===== src/lcot_pkg.sv =====
package lcot_pkg;

    // Link and data state codes
    localparam logic [1:0] ST_LOCKED   = 2'd0;
    localparam logic [1:0] ST_NOBASIS  = 2'd1;
    localparam logic [1:0] ST_DEGRADED = 2'd2;
    localparam logic [1:0] ST_SIM      = 2'd3;

    // Event kinds carried in tuser
    localparam logic [1:0] REQ_TICK = 2'd0;
    localparam logic [1:0] REQ_DATA = 2'd1;

    // Configuration register indexes
    localparam logic [2:0] CFG_BASIS_LOST   = 3'd0;
    localparam logic [2:0] CFG_DEGRADE      = 3'd1;
    localparam logic [2:0] CFG_SIM_FALLBACK = 3'd2;
    localparam logic [2:0] CFG_EPOCH_JUMP   = 3'd3;
    localparam logic [2:0] CFG_ALPHA_SHIFT  = 3'd4;

    // Register reset values
    localparam logic [15:0] RST_BASIS_LOST   = 16'd60;
    localparam logic [15:0] RST_DEGRADE      = 16'd500;
    localparam logic [15:0] RST_SIM_FALLBACK = 16'd3000;
    localparam logic [15:0] RST_EPOCH_JUMP   = 16'd1000;
    localparam logic [3:0]  RST_ALPHA_SHIFT  = 4'd3;

    localparam logic [15:0] CNT_MAX = 16'hFFFF;

    typedef logic [1:0] t_lstate;

    typedef struct packed {
        logic [15:0] basis_lost;
        logic [15:0] degrade;
        logic [15:0] sim_fallback;
    } t_thresh;

    // Classify an event age against the thresholds
    function automatic t_lstate classify(input logic [31:0] age, input logic seen,
                                         input t_thresh th);
        t_lstate st;
        if (!seen)                           st = ST_SIM;
        else if (age > {16'd0, th.sim_fallback}) st = ST_SIM;
        else if (age > {16'd0, th.degrade})  st = ST_DEGRADED;
        else if (age > {16'd0, th.basis_lost}) st = ST_NOBASIS;
        else                                 st = ST_LOCKED;
        return st;
    endfunction

endpackage


===== src/lcot_ram.sv =====
module lcot_ram #(
    parameter int WIDTH = 32,
    parameter int DEPTH = 16,
    parameter int AW    = (DEPTH > 1) ? $clog2(DEPTH) : 1
) (
    input  logic             i_clk,
    input  logic             i_we,
    input  logic [AW-1:0]    i_waddr,
    input  logic [WIDTH-1:0] i_wdata,
    input  logic [AW-1:0]    i_raddr,
    output logic [WIDTH-1:0] o_rdata
);

    logic [WIDTH-1:0] r_mem [DEPTH];
    logic [WIDTH-1:0] r_rdata;

    // Write one entry, read one entry with a registered output
    always_ff @(posedge i_clk) begin
        if (i_we) begin
            r_mem[i_waddr] <= i_wdata;
        end
        r_rdata <= r_mem[i_raddr];
    end

    assign o_rdata = r_rdata;

endmodule


===== src/link_clock_offset_tracker.sv =====
// A tick is sequenced through the window scan, the filter update and the
// state refresh; a data arrival or a time update goes to the state refresh
// only. The window scan reads one sample memory entry per cycle. The block
// takes one item at a time; the next item is accepted once the result is
// in the output register. Reset (synchronous, active low) restores the register
// defaults, empties the window and sets both states to sim fallback.
module link_clock_offset_tracker
    import lcot_pkg::*;
#(
    parameter int WINDOW_DEPTH = 16
) (
    input  logic          i_clk,
    input  logic          i_rst_n,
    // configuration write port
    input  logic          i_cfg_wr_en,
    input  logic [2:0]    i_cfg_index,
    input  logic [15:0]   i_cfg_data,
    // input events
    input  logic          i_s_axis_tvalid,
    output logic          o_s_axis_tready,
    // [31:0] host_ms, [63:32] peer_stamp_ms, [71:64] peer_seq
    input  logic [71:0]   i_s_axis_tdata,
    // [1:0] req_type
    input  logic [1:0]    i_s_axis_tuser,
    // results
    output logic          o_m_axis_tvalid,
    input  logic          i_m_axis_tready,
    // [1:0] link_state, [3:2] data_state, [35:4] master_now_ms, [67:36] offset_ms,
    // [68] offset_valid, [84:69] seq_gap_count, [100:85] seq_missing_count,
    // [116:101] tick_count, [119:117] zero
    output logic [119:0]  o_m_axis_tdata
);

    localparam int FW = $clog2(WINDOW_DEPTH + 1);
    localparam int AW = (WINDOW_DEPTH > 1) ? $clog2(WINDOW_DEPTH) : 1;
    localparam logic [FW-1:0] FILL_FULL = FW'(WINDOW_DEPTH);
    localparam logic [AW-1:0] HEAD_LAST = AW'(WINDOW_DEPTH - 1);

    // Sequencer states
    localparam logic [2:0] S_IDLE    = 3'd0;
    localparam logic [2:0] S_SCAN    = 3'd1;
    localparam logic [2:0] S_DIFF    = 3'd2;
    localparam logic [2:0] S_UPD     = 3'd3;
    localparam logic [2:0] S_REFRESH = 3'd4;
    localparam logic [2:0] S_DONE    = 3'd5;

    // Configuration registers
    t_thresh      r_thresh;
    logic [15:0]  r_epoch_jump;
    logic [3:0]   r_alpha_shift;

    // Control and tracking state
    logic [2:0]   r_state;
    logic [FW-1:0] r_fill;
    logic [AW-1:0] r_head;
    logic [31:0]  r_est;
    logic         r_have_est;
    t_lstate      r_tick_state;
    t_lstate      r_data_state;
    logic [7:0]   r_last_seq;
    logic         r_have_seq;
    logic [15:0]  r_gap_cnt;
    logic [15:0]  r_miss_cnt;
    logic [15:0]  r_tick_cnt;
    logic [31:0]  r_last_tick;
    logic [31:0]  r_last_data;
    logic         r_seen_tick;
    logic         r_seen_data;
    logic [31:0]  r_cur_time;

    // Scan and filter datapath
    logic [FW-1:0] r_idx;
    logic         r_pend;
    logic         r_min_ok;
    logic [31:0]  r_min;
    logic         r_neg;
    logic [32:0]  r_mag;

    // Output register
    logic         r_out_valid;
    logic [119:0] r_out_data;

    logic         accept;
    logic [31:0]  in_local;
    logic [31:0]  in_stamp;
    logic [7:0]   in_seq;
    logic [7:0]   seq_step;
    logic         ram_we;
    logic [AW-1:0] ram_waddr;
    logic [31:0]  ram_wdata;
    logic [31:0]  ram_rdata;
    logic [33:0]  half;
    logic [33:0]  rounded;
    logic [31:0]  n_est;
    t_lstate      n_tick_state;
    t_lstate      n_data_state;
    logic [31:0]  master;

    assign accept   = i_s_axis_tvalid && o_s_axis_tready;
    assign in_local = i_s_axis_tdata[31:0];
    assign in_stamp = i_s_axis_tdata[63:32];
    assign in_seq   = i_s_axis_tdata[71:64];
    assign seq_step = in_seq - r_last_seq;

    assign o_s_axis_tready = (r_state == S_IDLE);
    assign o_m_axis_tvalid = r_out_valid;
    assign o_m_axis_tdata  = r_out_data;

    // Push the new sample at accept: fill the window first, then overwrite oldest
    assign ram_we    = accept && (i_s_axis_tuser == REQ_TICK);
    assign ram_waddr = (r_fill < FILL_FULL) ? r_fill[AW-1:0] : r_head;
    assign ram_wdata = in_stamp - in_local;

    lcot_ram #(
        .WIDTH (32),
        .DEPTH (WINDOW_DEPTH)
    ) u_window (
        .i_clk   (i_clk),
        .i_we    (ram_we),
        .i_waddr (ram_waddr),
        .i_wdata (ram_wdata),
        .i_raddr (r_idx[AW-1:0]),
        .o_rdata (ram_rdata)
    );

    // Low-pass step: rounded shift of the magnitude, half away from zero
    always_comb begin
        half = (r_alpha_shift != 4'd0) ? (34'd1 << (r_alpha_shift - 4'd1)) : 34'd0;
        rounded = ({1'b0, r_mag} + half) >> r_alpha_shift;
        if (!r_have_est) begin
            n_est = r_min;
        end else if ((r_tick_state != ST_LOCKED) && (r_mag > {17'd0, r_epoch_jump})) begin
            n_est = r_min;
        end else if (r_neg) begin
            n_est = r_est - rounded[31:0];
        end else begin
            n_est = r_est + rounded[31:0];
        end
    end

    // Classify both ages against the current time
    assign n_tick_state = classify(r_cur_time - r_last_tick, r_seen_tick, r_thresh);
    assign n_data_state = classify(r_cur_time - r_last_data, r_seen_data, r_thresh);

    assign master = ((r_tick_state == ST_LOCKED) && r_have_est) ? r_cur_time + r_est
                                                                 : r_cur_time;

    // Hold configuration registers
    always_ff @(posedge i_clk) begin
        if (!i_rst_n) begin
            r_thresh.basis_lost   <= RST_BASIS_LOST;
            r_thresh.degrade      <= RST_DEGRADE;
            r_thresh.sim_fallback <= RST_SIM_FALLBACK;
            r_epoch_jump          <= RST_EPOCH_JUMP;
            r_alpha_shift         <= RST_ALPHA_SHIFT;
        end else if (i_cfg_wr_en) begin
            case (i_cfg_index)
                CFG_BASIS_LOST:   r_thresh.basis_lost   <= i_cfg_data;
                CFG_DEGRADE:      r_thresh.degrade      <= i_cfg_data;
                CFG_SIM_FALLBACK: r_thresh.sim_fallback <= i_cfg_data;
                CFG_EPOCH_JUMP:   r_epoch_jump          <= i_cfg_data;
                CFG_ALPHA_SHIFT:  r_alpha_shift         <= i_cfg_data[3:0];
                default: ;
            endcase
        end
    end

    // Sequence the event through scan, filter update and state refresh
    always_ff @(posedge i_clk) begin
        if (!i_rst_n) begin
            r_state      <= S_IDLE;
            r_fill       <= '0;
            r_head       <= '0;
            r_est        <= '0;
            r_have_est   <= 1'b0;
            r_tick_state <= ST_SIM;
            r_data_state <= ST_SIM;
            r_last_seq   <= '0;
            r_have_seq   <= 1'b0;
            r_gap_cnt    <= '0;
            r_miss_cnt   <= '0;
            r_tick_cnt   <= '0;
            r_last_tick  <= '0;
            r_last_data  <= '0;
            r_seen_tick  <= 1'b0;
            r_seen_data  <= 1'b0;
            r_cur_time   <= '0;
            r_idx        <= '0;
            r_pend       <= 1'b0;
            r_out_valid  <= 1'b0;
        end else begin
            // load the result when the sequencer is done, drop it once taken
            if ((r_state == S_DONE) && (!r_out_valid || i_m_axis_tready)) begin
                r_out_valid <= 1'b1;
            end else if (i_m_axis_tready) begin
                r_out_valid <= 1'b0;
            end

            case (r_state)
                S_IDLE: begin
                    if (accept) begin
                        r_cur_time <= in_local;
                        r_idx      <= '0;
                        r_pend     <= 1'b0;
                        r_min_ok   <= 1'b0;
                        if (i_s_axis_tuser == REQ_TICK) begin
                            // count gaps and missing frames
                            if (r_have_seq && (seq_step != 8'd1)) begin
                                r_gap_cnt <= r_gap_cnt + 16'd1;
                                if (seq_step > 8'd1) begin
                                    r_miss_cnt <= r_miss_cnt + {8'd0, seq_step} - 16'd1;
                                end
                            end
                            r_have_seq  <= 1'b1;
                            r_last_seq  <= in_seq;
                            if (r_tick_cnt != CNT_MAX) begin
                                r_tick_cnt <= r_tick_cnt + 16'd1;
                            end
                            r_last_tick <= in_local;
                            r_seen_tick <= 1'b1;
                            // advance fill or head after the push
                            if (r_fill < FILL_FULL) begin
                                r_fill <= r_fill + FW'(1);
                            end else if (r_head == HEAD_LAST) begin
                                r_head <= '0;
                            end else begin
                                r_head <= r_head + AW'(1);
                            end
                            r_state <= S_SCAN;
                        end else begin
                            if (i_s_axis_tuser == REQ_DATA) begin
                                r_last_data <= in_local;
                                r_seen_data <= 1'b1;
                            end
                            r_state <= S_REFRESH;
                        end
                    end
                end

                S_SCAN: begin
                    // issue one read a cycle, compare its data in the next cycle
                    if (r_idx < r_fill) begin
                        r_idx  <= r_idx + FW'(1);
                        r_pend <= 1'b1;
                    end else begin
                        r_pend <= 1'b0;
                    end
                    if (r_pend) begin
                        r_min_ok <= 1'b1;
                        if (!r_min_ok || ($signed(ram_rdata) < $signed(r_min))) begin
                            r_min <= ram_rdata;
                        end
                    end else if (r_idx >= r_fill) begin
                        r_state <= S_DIFF;
                    end
                end

                S_DIFF: begin
                    if ($signed(r_min) < $signed(r_est)) begin
                        r_neg <= 1'b1;
                        r_mag <= {r_est[31], r_est} - {r_min[31], r_min};
                    end else begin
                        r_neg <= 1'b0;
                        r_mag <= {r_min[31], r_min} - {r_est[31], r_est};
                    end
                    r_state <= S_UPD;
                end

                S_UPD: begin
                    r_est      <= n_est;
                    r_have_est <= 1'b1;
                    r_state    <= S_REFRESH;
                end

                S_REFRESH: begin
                    r_tick_state <= n_tick_state;
                    r_data_state <= n_data_state;
                    // on a change of link state to any state but locked, empty the window
                    if (n_tick_state != r_tick_state) begin
                        if (n_tick_state == ST_SIM) begin
                            r_fill     <= '0;
                            r_head     <= '0;
                            r_have_est <= 1'b0;
                        end else if (n_tick_state inside {ST_NOBASIS, ST_DEGRADED}) begin
                            r_fill <= '0;
                            r_head <= '0;
                        end
                    end
                    r_state <= S_DONE;
                end

                S_DONE: begin
                    // leave once the output register is free
                    if (!r_out_valid || i_m_axis_tready) begin
                        r_state <= S_IDLE;
                    end
                end

                default: r_state <= S_IDLE;
            endcase
        end
    end

    // Assemble the result item
    always_ff @(posedge i_clk) begin
        if ((r_state == S_DONE) && (!r_out_valid || i_m_axis_tready)) begin
            r_out_data <= {3'd0, r_tick_cnt, r_miss_cnt, r_gap_cnt, r_have_est,
                           (r_have_est ? r_est : 32'd0), master,
                           r_data_state, r_tick_state};
        end
    end

`ifndef SYNTHESIS
    // window never holds more samples than it has entries
    a_fill_bound: assert property (@(posedge i_clk) disable iff (!i_rst_n)
        r_fill <= FILL_FULL)
        else $error("window fill above depth");

    // one item at a time: no accept in the cycle after an accept
    a_one_at_a_time: assert property (@(posedge i_clk) disable iff (!i_rst_n)
        (i_s_axis_tvalid && o_s_axis_tready) |=> !o_s_axis_tready)
        else $error("item accepted while busy");

    // outside lock the window stays empty between items
    a_empty_unlocked: assert property (@(posedge i_clk) disable iff (!i_rst_n)
        ((r_state == S_IDLE) && (r_tick_state != ST_LOCKED)) |-> (r_fill == '0))
        else $error("window holds samples while not locked");

    // a result without an estimate carries a zero offset
    a_offset_zero: assert property (@(posedge i_clk) disable iff (!i_rst_n)
        (o_m_axis_tvalid && !o_m_axis_tdata[68]) |-> (o_m_axis_tdata[67:36] == 32'd0))
        else $error("offset reported without estimate");
`endif

endmodule


===== config.mk =====
export PLATFORM = sky130hd
export DESIGN_NAME = link_clock_offset_tracker
export DESIGN_NICKNAME = d
export VERILOG_FILES = /design/src/lcot_pkg.sv /design/src/lcot_ram.sv /design/src/link_clock_offset_tracker.sv
export SDC_FILE = /design/constraint.sdc
export NUM_CORES = 2
export LEC_CHECK = 0
export BUFFER_PORTS_ARGS = -buffer_cell sky130_fd_sc_hd__buf_2
export CAP_MARGIN = 25
export CORE_AREA = 2 2 426 343
export DETAILED_ROUTE_END_ITERATION = 10
export DIE_AREA = 0 0 428 345
export SETUP_SLACK_MARGIN = 0.4
export SKIP_CTS_REPAIR_TIMING = 1
export SYNTH_ARGS = -nofsm -noshare
export SYNTH_HDL_FRONTEND = slang
export SYNTH_SLANG_ARGS = --single-unit

===== constraint.sdc =====
create_clock -name i_clk -period 10.7 [get_ports i_clk]
set_input_delay 2.14 -clock i_clk [delete_from_list [all_inputs] [get_ports i_clk]]
set_output_delay 2.14 -clock i_clk [all_outputs]
set_load 0.1 [all_outputs]

==> impl_metrics.env <==
export IMPL_root_buffer="clkbuf_16"
export IMPL_timing_rr_end="r_est[31]$_SDFFE_PN0N_"
export IMPL_maxCapViolCount=0
export IMPL_wl_mm=175
export IMPL_required_ns=11.33
export IMPL_status="finished clean"
export IMPL_synthToLayoutAreaGrowth_pct=12.5
export IMPL_endpoint_kind="flop"
export IMPL_hpwl_mm=126
export IMPL_synth_edf_count=696
export IMPL_synth_flop_cell="edfxtp_1"
export IMPL_nFillCells=13400
export IMPL_rr_startpoint="r_alpha_shift[1]$_SDFFE_PN1P_"
export IMPL_hold_depth=0
export IMPL_worstMarginPinSlew_ns=1.15
export IMPL_worst_setup_path_start_kind="flop"
export IMPL_insertion_delay_ns=0.74
export IMPL_ant_nets=0
export IMPL_seqCellArea_mm2=0.0271
export IMPL_finalClockSkew_ns=0.0388
export IMPL_cp_arrival_ns=9.93
export IMPL_htreeDepth=3
export IMPL_ios=220
export IMPL_grt_overflow_total=0
export IMPL_drc=0
export IMPL_cts_num_sinks=1006
export IMPL_cts_tree="built"
export IMPL_hold_viol=0
export IMPL_die_h_um=345
export IMPL_power_leakage_nw=24.1
export IMPL_grt_use_total=0.231
export IMPL_coreArea_mm2=0.144
export IMPL_cp_common_cell="nor2_1"
export IMPL_grt_pass1_wl_mm=261
export IMPL_clkTransAtPathRegs_ns=0.06
export IMPL_synthTopCellsByArea="edfxtp_1, dfxtp_1, ha_1"
export IMPL_maxSlewViolCount=0
export IMPL_max_freq_ghz=0.108
export IMPL_max_stage_delay_ns=0.64
export IMPL_drive_gt1_frac=0.136
export IMPL_die_area_mm2=0.148
export IMPL_avgSynthCellArea_um2=10.7
export IMPL_initial_core_util=0.396
export IMPL_setup_violations_final=0
export IMPL_ff2ff_path_depth=33
export IMPL_hp_start="u_window.o_rdata[9]$_DFF_P_"
export IMPL_fin_crit_ns=9.29
export IMPL_ys_seq_area_frac=0.475
export IMPL_min_to="r_min[9]$_DFFE_PP_"
export IMPL_power_w=0.0103
export IMPL_cts_buffers=103
export IMPL_multi_input_area_mm2=0.0280
export IMPL_grt_pass1_vias=40500
export IMPL_slew_headroom=0.224
export IMPL_drt_pass1_iterations=8
export IMPL_num_rows=125
export IMPL_fin_setup_tns_ns=0
export IMPL_synth_seq_cells=1006
export IMPL_period_share=0.869
export IMPL_rsz0062_at_grt="no"
export IMPL_hold_class="reg2reg"
export IMPL_worst_setup_path_type="reg2reg"
export IMPL_yosysTopAreaCellShare=0.366
export IMPL_port_buffers=216
export IMPL_nets=6070
export IMPL_layout_cells_non_filler=7543
export IMPL_synth_cell_types=113
export IMPL_gp_congestion=0.932
export IMPL_num_vias=43200
export IMPL_via_per_inst=5.73
export IMPL_synthCells=5343
export IMPL_synth_area_mm2=0.0571
export IMPL_powerDensity_mw_per_mm2=160
export IMPL_reg2reg_slack_ns=1.41
export IMPL_die_w_um=428
export IMPL_antenna_found_initial=17
export IMPL_yosys_area_top_type="edfxtp_1"
export IMPL_dp_cells=7325
export IMPL_cp_max_fo=34
export IMPL_ys_top_cells_by_count="edfxtp_1, nand2_1, a21oi_1"
export IMPL_yosysWarnings=0
export IMPL_synthArstFlopShare=0
export IMPL_avgRoutedWirePerCell_um=23.2
export IMPL_drt_iter0_drc=4543
export IMPL_cts_path_max_buffers=3
export IMPL_yosysMostFrequentCell="edfxtp_1"
export IMPL_critPathSlowestCell="ha_1"
export IMPL_vdd_ir_drop_max_mv=0.146
export IMPL_grt_start_max_net_pins=165
==> per-layer routing <==
metal | global-route usage | routed length [um] | part of all wire
met1 | 0.345 | 82300 | 0.47
met3 | 0.0357 | 11700 | 0.067
met4 | 0.0551 | 3860 | 0.022
met2 | 0.351 | 77100 | 0.44
met5 | 0 | 20 | 0.00011
==> cells in the final DEF, fill, tap and decap left out, types with 17 or more instances in the layout <==
cell / n
a211oi_1: 65
a21o_1: 121
a21oi_1: 470
a31oi_1: 37
and2_1: 56
and3_1: 54
buf_2: 217
buf_4: 98
clkbuf_1: 21
clkbuf_16: 107
clkinv_2: 17
dfxtp_1: 305
edfxtp_1: 696
ha_1: 418
inv_1: 358
mux2i_1: 60
mux4_2: 169
nand2_1: 570
nand2b_1: 48
nand3_1: 97
nand4_1: 53
nor2_1: 353
nor2_4: 17
nor2b_1: 48
nor3_1: 68
nor4_1: 27
o211ai_1: 61
o21a_1: 56
o21ai_0: 215
o21bai_1: 31
o31ai_1: 28
or3_1: 36
xnor2_1: 139
xor2_1: 100
==> how the worst max path moves through the flow <==
stage / startpoint / to / cells past startpoint
after floorplan: r_alpha_shift[3]$_SDFFE_PN0P_ / r_est[31]$_SDFFE_PN0N_ / 34
after global placement: r_alpha_shift[0]$_SDFFE_PN1P_ / r_est[28]$_SDFFE_PN0N_ / 31
after detailed placement: r_alpha_shift[0]$_SDFFE_PN1P_ / r_est[28]$_SDFFE_PN0N_ / 31
after CTS: r_alpha_shift[0]$_SDFFE_PN1P_ / r_est[28]$_SDFFE_PN0N_ / 31
after global routing: r_alpha_shift[1]$_SDFFE_PN1P_ / r_est[31]$_SDFFE_PN0N_ / 33
final: r_alpha_shift[1]$_SDFFE_PN1P_ / r_est[31]$_SDFFE_PN0N_ / 33
==> where the power goes <==
part | total, W | internal, W | leakage [nW] | switching [W]
logic | 0.00215 | 0.000781 | 13.5 | 0.00137
registers | 0.00441 | 0.00433 | 8.90 | 0.0000776
clock network | 0.00375 | 0.00215 | 1.71 | 0.00160
==> worst max-delay path, delay by kind of cell, from the launching register on <==
kind | cells | cell delay (ns)
buffers and inverters | 3 | 0.78
AO/OA/AOI/OAI | 15 | 3.87
adder cells (fa/ha/maj) | 2 | 1.02
XOR/XNOR | 1 | 0.20
flip-flops | 1 | 0.30
AND/OR/NAND/NOR | 12 | 3.00
==> registers in the layout, summed over array words and instances (netlist names), 2 cells and up <==
register          count
r_head                4
r_mag                33
r_tick_state          2
r_state               3
r_miss_cnt           16
r_est                32
r_data_state          2
r_last_data          32
r_tick_cnt           16
r_alpha_shift         4
r_fill                5
r_epoch_jump         16
o_m_axis_tdata      117
u_window.o_rdata     32
r_last_tick          32
r_thresh             48
u_window.r_mem      512
r_min                32
r_idx                 5
r_last_seq            8
r_gap_cnt            16
r_cur_time           32
==> cell families (layout without fill, tap and decap cells) <==
logic type / after synthesis / after routing / synth area share
muxes: 247 / 247 / 0.0810
xor gates and xnor gates: 239 / 239 / 0.0367
other: 1 / 8 / 0.0000657
buffers and inverters: 589 / 877 / 0.0396
adders and majority gates: 428 / 428 / 0.0951
and+or+nand+nor: 1521 / 1521 / 0.125
DFF: 1006 / 1006 / 0.475
AOI/OAI and AO/OA: 1312 / 1312 / 0.148
==> stage by stage <==
step                 util  hold slack (ns)  worst slack, ns  cell area (um^2)
floorplan               -            0.400             2.53             57100
global placement    0.420            0.415             1.39             60500
detailed placement  0.420            0.416             1.40             60500
CTS                 0.445            0.430             1.33             64100
global route        0.446            0.432            0.590             64300
finish              0.446            0.426             1.41             64300
==> cell type report <==
| cell class | count | share of cell area |
|---|---|---|
| sequential | 1006 | 0.422 |
| multi-input combinational | 3751 | 0.435 |
| antenna | 4 | 0.000156 |
| inverter | 361 | 0.0212 |
| tap | 1905 | 0.0371 |
| clock buffer | 136 | 0.0446 |
| clock inverter | 59 | 0.0103 |
| timing repair buffer | 321 | 0.0297 |
Power figures use the tool's default switching activity.
